==> config.mk <==
export PLATFORM = sky130hd
export DESIGN_NAME = dqi_cell
export DESIGN_NICKNAME = d
export VERILOG_FILES = /design/src/rtl/dqi_pkg.sv /design/src/rtl/dqi_cell.sv
export SDC_FILE = /design/constraint.sdc
export NUM_CORES = 1
export LEC_CHECK = 0
export BUFFER_PORTS_ARGS = -buffer_cell sky130_fd_sc_hd__buf_4
export CORE_MARGIN = 2
export CORE_UTILIZATION = 38
export CTS_CLUSTER_SIZE = 20
export DETAILED_ROUTE_END_ITERATION = 10
export GPL_TIMING_DRIVEN = 0
export PLACE_DENSITY = 0.76
export SLEW_MARGIN = 20
export SYNTH_ARGS = -nofsm -noshare
export SYNTH_HDL_FRONTEND = slang
export SYNTH_SLANG_ARGS = --single-unit
==> constraint.sdc <==
create_clock -name clk -period 1.93 [get_ports clk]
set_input_delay 0.386 -clock clk [delete_from_list [all_inputs] [get_ports clk]]
set_output_delay 0.386 -clock clk [all_outputs]
set_load 0.05 [all_outputs]
==> src/rtl/dqi_pkg.sv <==
// Types, codes and constants of the double-ended queue block.
package dqi_pkg;

  localparam int DEPTH_DEFAULT = 256;
  localparam int WORD_W        = 32;
  localparam int MODE_W        = 3;
  localparam int IDX_W         = 8;
  localparam int STATUS_W      = 2;
  localparam int COUNT_W       = 9;

  localparam logic signed [WORD_W-1:0] BAD_INDEX_WORD = -32'sd1000;

  typedef enum logic [MODE_W-1:0] {
    MODE_PUSH_FRONT = 3'd0,
    MODE_PUSH_BACK  = 3'd1,
    MODE_POP_FRONT  = 3'd2,
    MODE_POP_BACK   = 3'd3,
    MODE_READ       = 3'd4
  } mode_t;

  typedef enum logic [STATUS_W-1:0] {
    ST_OK    = 2'd0,
    ST_EMPTY = 2'd1,
    ST_FULL  = 2'd2
  } status_t;

  // Broadcast from the controller to every cell of the chain.
  typedef struct packed {
    logic                     shift_right;
    logic                     shift_left;
    logic                     put;
    logic                     tap_load;
    logic                     tap_shift;
    logic signed [WORD_W-1:0] word;
  } cell_ctl_t;

endpackage

==> src/rtl/dqi_cell.sv <==
// One queue cell: holds the entry at its position and a read tap passed toward the front.
module dqi_cell #(
  parameter int DEPTH = dqi_pkg::DEPTH_DEFAULT,
  parameter int ID    = 0
) (
  input  logic                              clk,
  input  dqi_pkg::cell_ctl_t                ctl,
  input  logic [$clog2(DEPTH+1)-1:0]        tail,
  input  logic signed [dqi_pkg::WORD_W-1:0] left_word,
  input  logic signed [dqi_pkg::WORD_W-1:0] right_word,
  input  logic signed [dqi_pkg::WORD_W-1:0] right_tap,
  output logic signed [dqi_pkg::WORD_W-1:0] word,
  output logic signed [dqi_pkg::WORD_W-1:0] tap
);

  localparam int CW = $clog2(DEPTH + 1);

  always_ff @(posedge clk) begin
    if (ctl.shift_right) begin
      word <= left_word;
    end else if (ctl.shift_left) begin
      word <= right_word;
    end else if (ctl.put && (tail == CW'(ID))) begin
      word <= ctl.word;
    end
  end

  always_ff @(posedge clk) begin
    if (ctl.tap_load) begin
      tap <= word;
    end else if (ctl.tap_shift) begin
      tap <= right_tap;
    end
  end

endmodule

==> metrics.yaml <==
status: "complete, no violations"
fmax_ghz: 0.593
postCtsResizedCells: 0
layout-drive-gt1-share_pct: 61.4
io_pins: 207
start_util_pct: 39.2
antenna_found_initial: 0
endpoint_kind: "register"
die_h_um: 95.8
syn2layout_area_growth_pct: 56.4
synth_top_family_by_area: "multiplexers"
detailed_place_hpwl_um: 6860
rr_startpoint: "word[8]"
rsz0062_at_grt: "false"
cts_sinks: 64
hold_slack_ps: 341
setup_viol: 0
cts.clk_slew.worst_paths_ps: 70
synth.area.mux_share_pct: 24.6
synth_xor_area_share_pct: 0
post_cts_buffers: 0
wire_per_inst_um: 16.1
finalCriticalPeriod_ps: 1680
overflow: 0
yosys.area.top_type: "edfxtp_1"
fin_nets: 569
cts_root_buf: "clkbuf_8"
die_w_um: 95.8
p_leak_uw: 0.00237
hold_viol_final: 0
clockBufferDepth: 2
gp_congestion: 0.750
coreArea_um2: 8180
first_pass_iters: 4
slowest_stage: "a311o_2"
num_antenna_cells: 0
worstPathCellList: "buf_4 > nor4b_1 > a311o_2"
grt_start_max_net_pins: 33
dpl-instance-area_um2: 4860
synth_compound_area_share_pct: 5.31
hold_path_class: "in -> reg"
crit_start: "tail[7]"
ys_types: 16
grt_pass1_wl_um: 12100
grtUsageTotal_pct: 17.8
synth_seq_cells: 64
reg2reg_depth: 1
ys_seq_area_share_pct: 60.0
synth_adder_area_share_pct: 0
crit_buf_inv: 1
drt_iter0_drc: 77
design_area_um2: 5010
holdPathStages: 3
start_kind: "input port"
ctsHoldBuffers: 0
synth_area_leaders: "edfxtp_1, mux2_4, mux2i_1"
htreeDepth: 3
hold_start: "left_word[30]"
total_power_uw: 4100
ant_nets: 0
worstPathArrival_ps: 1630
critPathMaxStageDelay_ps: 770
critPathTopFamily: "compound AO/OA/AOI/OAI gates"
wirelength_um: 8620
finish.utilization_pct: 61.3
syn_area_um2: 3200
drc: 0
die-area_um2: 9180
yosys.area.top_type_share_pct: 60.0
ir_drop_uv: 360
cts_tree: "done"
cp.depth: 3
synthCells: 212
clock_latency_ps: 320
num_vias: 2513
crit_type: "in -> reg"
finalCritPeriodShare_pct: 87.3
cts_made_buffers: 9
avgSynthCellArea_um2: 15.1
vias_per_cell: 4.70
skew_ps: 7.07
worstMarginPinSlew_ps: 799
synth-simple-area-share_pct: 4.53
port_buffers: 203
synth_warnings: 0
p_per_area_nw_per_um2: 819
drv_cap: 0
finalMaxSlewViolations: 0
crit_fanout: 32
rows: 33
worstPathRequired_ps: 1880
max_slew_margin_pct: 46.7
grt_pass1_vias: 2510
synthesis.nets: 355
## tightest hold or removal path, stage by stage
cell,delay (ps)
buf_4,80
nand2_1,40
o21ai_0,50
## flip-flops by register name, indices dropped and copies added, names as in the netlist
signal,flops
word,32
tap,32
## layout make-up
type / count / area [um^2]
Multi-Input combinational cell: 133 / 1110
Clock inverter: 6 / 27.5
Buffer: 15 / 176
Clock buffer: 9 / 124
Tap cell: 105 / 131
Fill cell: 693 / 3160
Sequential cell: 64 / 1920
Timing Repair Buffer: 203 / 1520
## metrics by stage
stage	setup TNS [ps]	setup WS (ps)	cells
global route	0	161	535
global placement	-7480	-180	520
detailed placement	-3430	-110	520
floorplan	0	131	212
finish	0	245	535
CTS	0	234	535
## Yosys cell counts, drive strengths merged
master   n
a311o    1
nand2   32
nor2     1
nor4     1
nor4b    1
o21ai   32
or2      1
edfxtp  64
clkbuf   1
mux2    32
buf     14
mux2i   32
## metal layers
| layer | part of all wire (%) | global-route usage [%] | up-vias |
|---|---|---|---|
| li1 | - | - | 1218 |
| met1 | 38 | 19.3 | 1164 |
| met2 | 55 | 33.6 | 119 |
| met3 | 6.2 | 3.76 | 12 |
| met4 | 1.7 | 7.26 | 0 |
| met5 | 0 | 0 | - |
## layout by cell type (no fill, tap or decap)
cell type    n
buf_4      203
edfxtp_1    64
mux2i_1     32
nand2_1     32
o21ai_1     29
mux2_4      29
clkbuf_8     9
buf_12       6
buf_2        6
clkinv_2     4
o21ai_0      3
mux2_2       3
buf_6        2
clkinv_1     2
clkbuf_1     1
nor2_1       1
nor4b_1      1
nor4_1       1
a311o_2      1
or2_2        1
## report_power, final
| group | internal (uW) | leakage (uW) | total [uW] | switching, uW |
|---|---|---|---|---|
| registers | 1730 | 0.000657 | 1800 | 67.3 |
| clock network | 441 | 0.0000835 | 926 | 486 |
| logic | 560 | 0.00163 | 1380 | 820 |
## kinds of logic (layout without fill, tap and decap cells)
family / count (synthesis) / count (layout)
simple gates: 36 / 36
flops: 64 / 64
mux: 64 / 64
buf+inv: 15 / 233
compound gates: 33 / 33
## final timing paths
check	to	slack, ps
setup / recovery	word[12]	250
hold / removal	word[30]	340
setup reg to reg	tap[8]	970
hold reg to reg	tap[18]	580
Power figures use the tool's default switching activity.
