$ cat config.mk
export PLATFORM = sky130hd
export DESIGN_NAME = dqi_ctrl_flat
export DESIGN_NICKNAME = d
export VERILOG_FILES = /design/src/rtl/dqi_pkg.sv /design/src/rtl/dqi_if.sv /design/src/rtl/dqi_ctrl.sv /design/src/flat_wrapper.sv
export SDC_FILE = /design/constraint.sdc
export NUM_CORES = 1
export LEC_CHECK = 0
export BUFFER_PORTS_ARGS = -buffer_cell sky130_fd_sc_hd__buf_2
export CAP_MARGIN = 20
export CORE_MARGIN = 2
export CORE_UTILIZATION = 43
export CTS_BUF_LIST = sky130_fd_sc_hd__clkbuf_4 sky130_fd_sc_hd__clkbuf_8
export DETAILED_ROUTE_END_ITERATION = 6
export PLACE_DENSITY = 0.76
export SLEW_MARGIN = 20
export SYNTH_ARGS = -nofsm -noshare
export SYNTH_HDL_FRONTEND = slang
export SYNTH_SLANG_ARGS = --single-unit
$ cat constraint.sdc
create_clock -name clk -period 4.3 [get_ports clk]
set_input_delay 0.215 -clock clk [delete_from_list [all_inputs] [get_ports clk]]
set_output_delay 0.215 -clock clk [all_outputs]
set_load 0.005 [all_outputs]
$ cat src/rtl/dqi_pkg.sv
// Types, codes and constants of the double-ended queue block.
package dqi_pkg;

  localparam int DEPTH_DEFAULT = 256;
  localparam int WORD_W        = 32;
  localparam int MODE_W        = 3;
  localparam int IDX_W         = 8;
  localparam int STATUS_W      = 2;
  localparam int COUNT_W       = 9;

  localparam logic signed [WORD_W-1:0] BAD_INDEX_WORD = -32'sd1000;

  typedef enum logic [MODE_W-1:0] {
    MODE_PUSH_FRONT = 3'd0,
    MODE_PUSH_BACK  = 3'd1,
    MODE_POP_FRONT  = 3'd2,
    MODE_POP_BACK   = 3'd3,
    MODE_READ       = 3'd4
  } mode_t;

  typedef enum logic [STATUS_W-1:0] {
    ST_OK    = 2'd0,
    ST_EMPTY = 2'd1,
    ST_FULL  = 2'd2
  } status_t;

  // Broadcast from the controller to every cell of the chain.
  typedef struct packed {
    logic                     shift_right;
    logic                     shift_left;
    logic                     put;
    logic                     tap_load;
    logic                     tap_shift;
    logic signed [WORD_W-1:0] word;
  } cell_ctl_t;

endpackage

$ cat src/rtl/dqi_if.sv
// Request and response stream interfaces of the double-ended queue block.
interface dqi_req_if;
  logic                             valid;
  logic                             ready;
  logic [dqi_pkg::MODE_W-1:0]       mode;
  logic signed [dqi_pkg::WORD_W-1:0] value;
  logic [dqi_pkg::IDX_W-1:0]        index;

  modport source (output valid, output mode, output value, output index, input ready);
  modport sink   (input valid, input mode, input value, input index, output ready);
endinterface

interface dqi_rsp_if;
  logic                              valid;
  logic                              ready;
  logic signed [dqi_pkg::WORD_W-1:0] data;
  logic [dqi_pkg::STATUS_W-1:0]      status;
  logic [dqi_pkg::COUNT_W-1:0]       count;

  modport source (output valid, output data, output status, output count, input ready);
  modport sink   (input valid, input data, input status, input count, output ready);
endinterface

$ cat src/rtl/dqi_ctrl.sv
// Queue controller: count, request decode, tap walk sequencing and response register.
module dqi_ctrl #(
  parameter int DEPTH = dqi_pkg::DEPTH_DEFAULT
) (
  input  logic                              clk,
  input  logic                              rst,
  dqi_req_if.sink                           req,
  dqi_rsp_if.source                         rsp,
  input  logic signed [dqi_pkg::WORD_W-1:0] head,
  input  logic signed [dqi_pkg::WORD_W-1:0] tap0,
  output dqi_pkg::cell_ctl_t                ctl,
  output logic [$clog2(DEPTH+1)-1:0]        tail
);

  localparam int CW = $clog2(DEPTH + 1);
  localparam int XW = (CW > dqi_pkg::IDX_W) ? CW : dqi_pkg::IDX_W;

  typedef enum logic [1:0] {
    S_IDLE = 2'b01,
    S_WALK = 2'b10
  } state_t;

  state_t                            state, state_next;
  logic [CW-1:0]                     cnt, cnt_next;
  logic [CW-1:0]                     rem, rem_next;
  logic                              out_valid;
  logic signed [dqi_pkg::WORD_W-1:0] out_data;
  logic [dqi_pkg::STATUS_W-1:0]      out_status;
  logic [dqi_pkg::COUNT_W-1:0]       out_count;

  logic                              acc, full, empty, idx_ok;
  logic                              out_load, seek;
  logic [CW-1:0]                     target;
  logic signed [dqi_pkg::WORD_W-1:0] res_data;
  dqi_pkg::status_t                  res_status;

  assign req.ready = (state == S_IDLE) && (!out_valid || rsp.ready);
  assign acc       = req.valid && req.ready;
  assign full      = (cnt == CW'(DEPTH));
  assign empty     = (cnt == '0);
  assign idx_ok    = (XW'(req.index) < XW'(cnt));
  assign tail      = cnt;

  always_comb begin
    ctl        = '0;
    ctl.word   = req.value;
    cnt_next   = cnt;
    rem_next   = rem;
    state_next = state;
    out_load   = 1'b0;
    seek       = 1'b0;
    target     = '0;
    res_data   = '0;
    res_status = dqi_pkg::ST_OK;

    if (state == S_WALK) begin
      if (rem != '0) begin
        ctl.tap_shift = 1'b1;
        rem_next      = rem - CW'(1);
      end else begin
        res_data   = tap0;
        out_load   = 1'b1;
        state_next = S_IDLE;
      end
    end

    if (acc) begin
      out_load = 1'b1;
      unique case (dqi_pkg::mode_t'(req.mode))
        dqi_pkg::MODE_PUSH_FRONT: begin
          if (full) begin
            res_status = dqi_pkg::ST_FULL;
          end else begin
            ctl.shift_right = 1'b1;
            cnt_next        = cnt + CW'(1);
          end
        end
        dqi_pkg::MODE_PUSH_BACK: begin
          if (full) begin
            res_status = dqi_pkg::ST_FULL;
          end else begin
            ctl.put  = 1'b1;
            cnt_next = cnt + CW'(1);
          end
        end
        dqi_pkg::MODE_POP_FRONT: begin
          if (empty) begin
            res_status = dqi_pkg::ST_EMPTY;
          end else begin
            res_data       = head;
            ctl.shift_left = 1'b1;
            cnt_next       = cnt - CW'(1);
          end
        end
        dqi_pkg::MODE_POP_BACK: begin
          if (empty) begin
            res_status = dqi_pkg::ST_EMPTY;
          end else begin
            seek     = 1'b1;
            target   = cnt - CW'(1);
            cnt_next = cnt - CW'(1);
          end
        end
        dqi_pkg::MODE_READ: begin
          if (idx_ok) begin
            seek   = 1'b1;
            target = CW'(req.index);
          end else begin
            res_data   = dqi_pkg::BAD_INDEX_WORD;
            res_status = dqi_pkg::ST_EMPTY;
          end
        end
        default: begin
        end
      endcase

      // Front entry answers at once; deeper ones walk the tap chain.
      if (seek) begin
        if (target == '0) begin
          res_data = head;
        end else begin
          out_load      = 1'b0;
          ctl.tap_load  = 1'b1;
          rem_next      = target;
          state_next    = S_WALK;
        end
      end
    end
  end

  always_ff @(posedge clk) begin
    if (rst) begin
      state     <= S_IDLE;
      cnt       <= '0;
      rem       <= '0;
      out_valid <= 1'b0;
    end else begin
      state <= state_next;
      cnt   <= cnt_next;
      rem   <= rem_next;
      if (out_load) begin
        out_valid <= 1'b1;
      end else if (rsp.ready) begin
        out_valid <= 1'b0;
      end
    end
  end

  always_ff @(posedge clk) begin
    if (out_load) begin
      out_data   <= res_data;
      out_status <= res_status;
      out_count  <= dqi_pkg::COUNT_W'(cnt_next);
    end
  end

  assign rsp.valid  = out_valid;
  assign rsp.data   = out_data;
  assign rsp.status = out_status;
  assign rsp.count  = out_count;

endmodule

$ cat src/flat_wrapper.sv
// flat-port wrapper written by rule: the top's interface ports become plain ports
module dqi_ctrl_flat 
#(
  parameter int DEPTH = dqi_pkg::DEPTH_DEFAULT
)
  (clk, rst, head, tap0, ctl, tail, req_valid, req_mode, req_value, req_index, req_ready, rsp_valid, rsp_data, rsp_status, rsp_count, rsp_ready);
  dqi_req_if req_i ();
  dqi_rsp_if rsp_i ();
  input  logic clk;
  input  logic rst;
  input  logic signed [dqi_pkg::WORD_W-1:0] head;
  input  logic signed [dqi_pkg::WORD_W-1:0] tap0;
  output dqi_pkg::cell_ctl_t ctl;
  output logic [$clog2(DEPTH+1)-1:0] tail;
  input wire logic [$bits(req_i.valid)-1:0] req_valid;
  input wire logic [$bits(req_i.mode)-1:0] req_mode;
  input wire logic [$bits(req_i.value)-1:0] req_value;
  input wire logic [$bits(req_i.index)-1:0] req_index;
  output wire logic [$bits(req_i.ready)-1:0] req_ready;
  output wire logic [$bits(rsp_i.valid)-1:0] rsp_valid;
  output wire logic [$bits(rsp_i.data)-1:0] rsp_data;
  output wire logic [$bits(rsp_i.status)-1:0] rsp_status;
  output wire logic [$bits(rsp_i.count)-1:0] rsp_count;
  input wire logic [$bits(rsp_i.ready)-1:0] rsp_ready;
  assign req_i.valid = req_valid;
  assign req_i.mode = req_mode;
  assign req_i.value = req_value;
  assign req_i.index = req_index;
  assign req_ready = req_i.ready;
  assign rsp_valid = rsp_i.valid;
  assign rsp_data = rsp_i.data;
  assign rsp_status = rsp_i.status;
  assign rsp_count = rsp_i.count;
  assign rsp_i.ready = rsp_ready;
  dqi_ctrl #(.DEPTH(DEPTH)) u_core (.clk(clk), .rst(rst), .req(req_i), .rsp(rsp_i), .head(head), .tap0(tap0), .ctl(ctl), .tail(tail));
endmodule
==> run_results.csv <==
group,metric,value,unit
timing,final_max_slew_viol_count,0,
timing,timing.hold.ws,164.8,ps
timing,setup_viol,0,
setup_path,cp_max_fo,12,
clock_network,cts_tree,"yes",
clock_network,cts.path.max_buffers,2,
clock_network,root_buffer,"clkbuf_8",
setup_path,crit_required,4090,ps
timing,rsz0062_at_grt,"false",
logic_synthesis,synth_nets,514,
logic_synthesis,syn_area,3985,µm²
global_routing,grt_use_met2,0.3516,
global_routing,busiest_layer,"met2",
clock_network,clk_latency,340,ps
min_path,hp-class,"in -> reg",
routing,vias_per_cell,5.793,
power,vdd_ir_drop_max,198.2,µV
min_path,hold_depth,2,
logic_synthesis,synth.largest_area_cell,"edfxtp_1",
setup_path,critical_path_class,"reg -> out",
timing,hold_viol_final,0,
logic_synthesis,ys_seq_elements,64,
place,place_ws,842.7,ps
timing,fin_skew,11.41,ps
clock_network,cts_resized,0,
global_routing,grt_max_degree,36,
logic_synthesis,yosys_most_used_dff,"edfxtp_1",
global_routing,grt_pass1_wl,16530,µm
setup_path,worstReg2RegStart,"u_core.tail[6]",
clock_network,ctsHoldBuffers,0,
logic_synthesis,yosysTopAreaCellShare,0.3240,
cells_and_area,areaGrowthSynthToFinish,17.27,%
logic_synthesis,async_reset_ff_frac,0,
floorplanning,die_area,10050,µm²
setup_path,cp-startpoint,"u_core.tail[6]",
timing,fin_setup_tns,0,ps
setup_path,r2r_cells,11,
logic_synthesis,synth_cell_types,65,
floorplanning,die_h,100.3,µm
floorplanning,io_pins,202,
global_routing,grt_pass1_vias,3240,
timing,worst_pin_slew,818.0,ps
global_routing,antenna_found_initial,1,
setup_path,arrival,3370,ps
power,power_density,326.3,nW/µm²
min_path,hp-start,"head[9]",
power,power.total,1.525,mW
logic_synthesis,postSynthCellCount,391,
clock_network,htree_levels,3,
routing,num_vias,3499,
clock_network,cts.reportedPaths.clkPinSlew,80,ps
power,leakagePower,1.980,nW
clock_network,cts.sinks,64,
cells_and_area,drive_gt1_frac,0.3679,
routing,wl,11070,µm
routing,first_pass_iters,5,
logic_synthesis,synthTopCellsByArea,"edfxtp_1 32%, dfxtp_1 11%, buf_4 6.2%, a221o_1 6.0%, ha_1 3.8%",
routing,drc,0,
clock_network,post_cts_buffers,0,
place,routabilityCongestion,0.9838,
floorplanning,die_w,100.3,µm
floorplanning,coreArea,9109,µm²
floorplanning,num_rows,35,
routing,drtAntennaViolNets,0,
global_routing,gr-usage-met1,0.2623,
place,post-dp-hpwl,8145,µm
timing,finalWorstSetupSlack,717.6,ps
floorplanning,start_util,0.4375,
status,outcome,"complete, no violations",
logic_synthesis,synth-seq-area-share,0.4295,
routing,drtIter0Drc,159,
timing,slew_headroom,0.4496,
logic_synthesis,synth_commonest_cells,"43 x edfxtp_1, 33 x buf_4, 31 x nor2_1, 24 x a221o_1, 21 x dfxtp_1",
logic_synthesis,yosysWarnings,0,
cells_and_area,fin_nets,610,
global_routing,grt_use_met3,0.05710,
cells_and_area,fillCellCount,829,
place,placement.io_buffers,137,
routing,routedWlPerCell,18.32,µm
timing,finalCritPeriodShare,0.8331,
global_routing,grt_overflow,0,
clock_network,cts_made_buffers,9,
timing,fin_crit,3582,ps
logic_synthesis,synth_edf_count,43,
timing,fmax,279.1,MHz
setup_path,cp-start-kind,"register",
flow_run,max_cap_viol_count,0,
logic_synthesis,synth.avg_cell_area,10.19,µm²
logic_synthesis,synth.most_common_cell,"edfxtp_1",
setup_path,crit_path_end_kind,"primary output",
global_routing,track_usage,0.2104,
## cell usage in the layout (no fill, tap or decap), types with 8 or more instances in the layout
cell type	n
xnor2_1	12
buf_2	137
nand2_1	19
a31oi_1	8
a21oi_1	17
a221o_1	24
a22o_1	11
nor2b_1	13
edfxtp_1	43
o21ai_0	14
clkbuf_8	9
inv_1	11
nor2_1	29
dfxtp_1	21
ha_1	12
## worst paths after layout
| check | to | slack [ps] |
|---|---|---|
| min | u_core.rsp.data[9] | 160 |
| max | ctl[33] | 720 |
| min reg2reg | u_core.rem[8] | 530 |
| max reg2reg | u_core.rsp.data[22] | 750 |
## state kept, by name, indices dropped and copies added, names as in the netlist
name / flops
u_core.tail: 9
u_core.rem: 9
u_core.rsp.status: 2
u_core.rsp.count: 9
u_core.rsp.valid: 1
u_core.state: 2
u_core.rsp.data: 32
## metrics by stage
stage,std cells,util,instance area (µm²)
5_1_grt,604,0.5130,4673
3_3_place_gp,587,0.4918,4479
3_5_place_dp,587,0.4918,4479
6_report,604,0.5130,4673
4_1_cts,603,0.5128,4671
2_1_floorplan,391,-,3988
## final cells by class
type / instances / area [µm²] / share of cell area
multi-input combinational: 259 / 1859 / 0.3979
sequential: 64 / 1712 / 0.3663
timing repair buffer: 140 / 720.7 / 0.1542
tap: 111 / 138.9 / 0.02972
clock buffer: 10 / 131.4 / 0.02811
clock inverter: 6 / 60.06 / 0.01285
inverter: 13 / 48.80 / 0.01044
antenna: 1 / 2.502 / 0.0005355
## routing by layer
metal / share of wire / vias up / wire length (µm)
li1: - / 1643 / -
met1: 0.41 / 1626 / 4510
met2: 0.47 / 202 / 5218
met3: 0.098 / 28 / 1083
met4: 0.023 / 0 / 256
met5: 0 / - / 0
## cells by family (layout without fill, tap and decap cells)
| group | after synthesis | count (layout) | share of synthesized area |
|---|---|---|---|
| buffers and inverters | 68 | 169 | 0.1077 |
| and+or+nand+nor | 119 | 119 | 0.1670 |
| adders and majority gates | 12 | 12 | 0.03768 |
| xor gates and xnor gates | 14 | 14 | 0.03077 |
| DFF | 64 | 64 | 0.4295 |
| other | 0 | 1 | 0 |
| AOI/OAI and AO/OA | 114 | 114 | 0.2273 |
## worst max-delay path, cell delays in order (launching register included)
cell and delay [ps]:
dfxtp_1 490, inv_1 170, ha_1 330, a211oi_1 230
o32a_1 190, o21ai_1 110, nor2_1 590, o21a_1 420
nand2_4 90, inv_2 240, buf_2 180
## power by group
group | switching [mW] | internal, mW
Clock | 0.236 | 0.271
Sequential | 0.0191 | 0.701
Combinational | 0.171 | 0.126
Power figures use the tool's default switching activity.
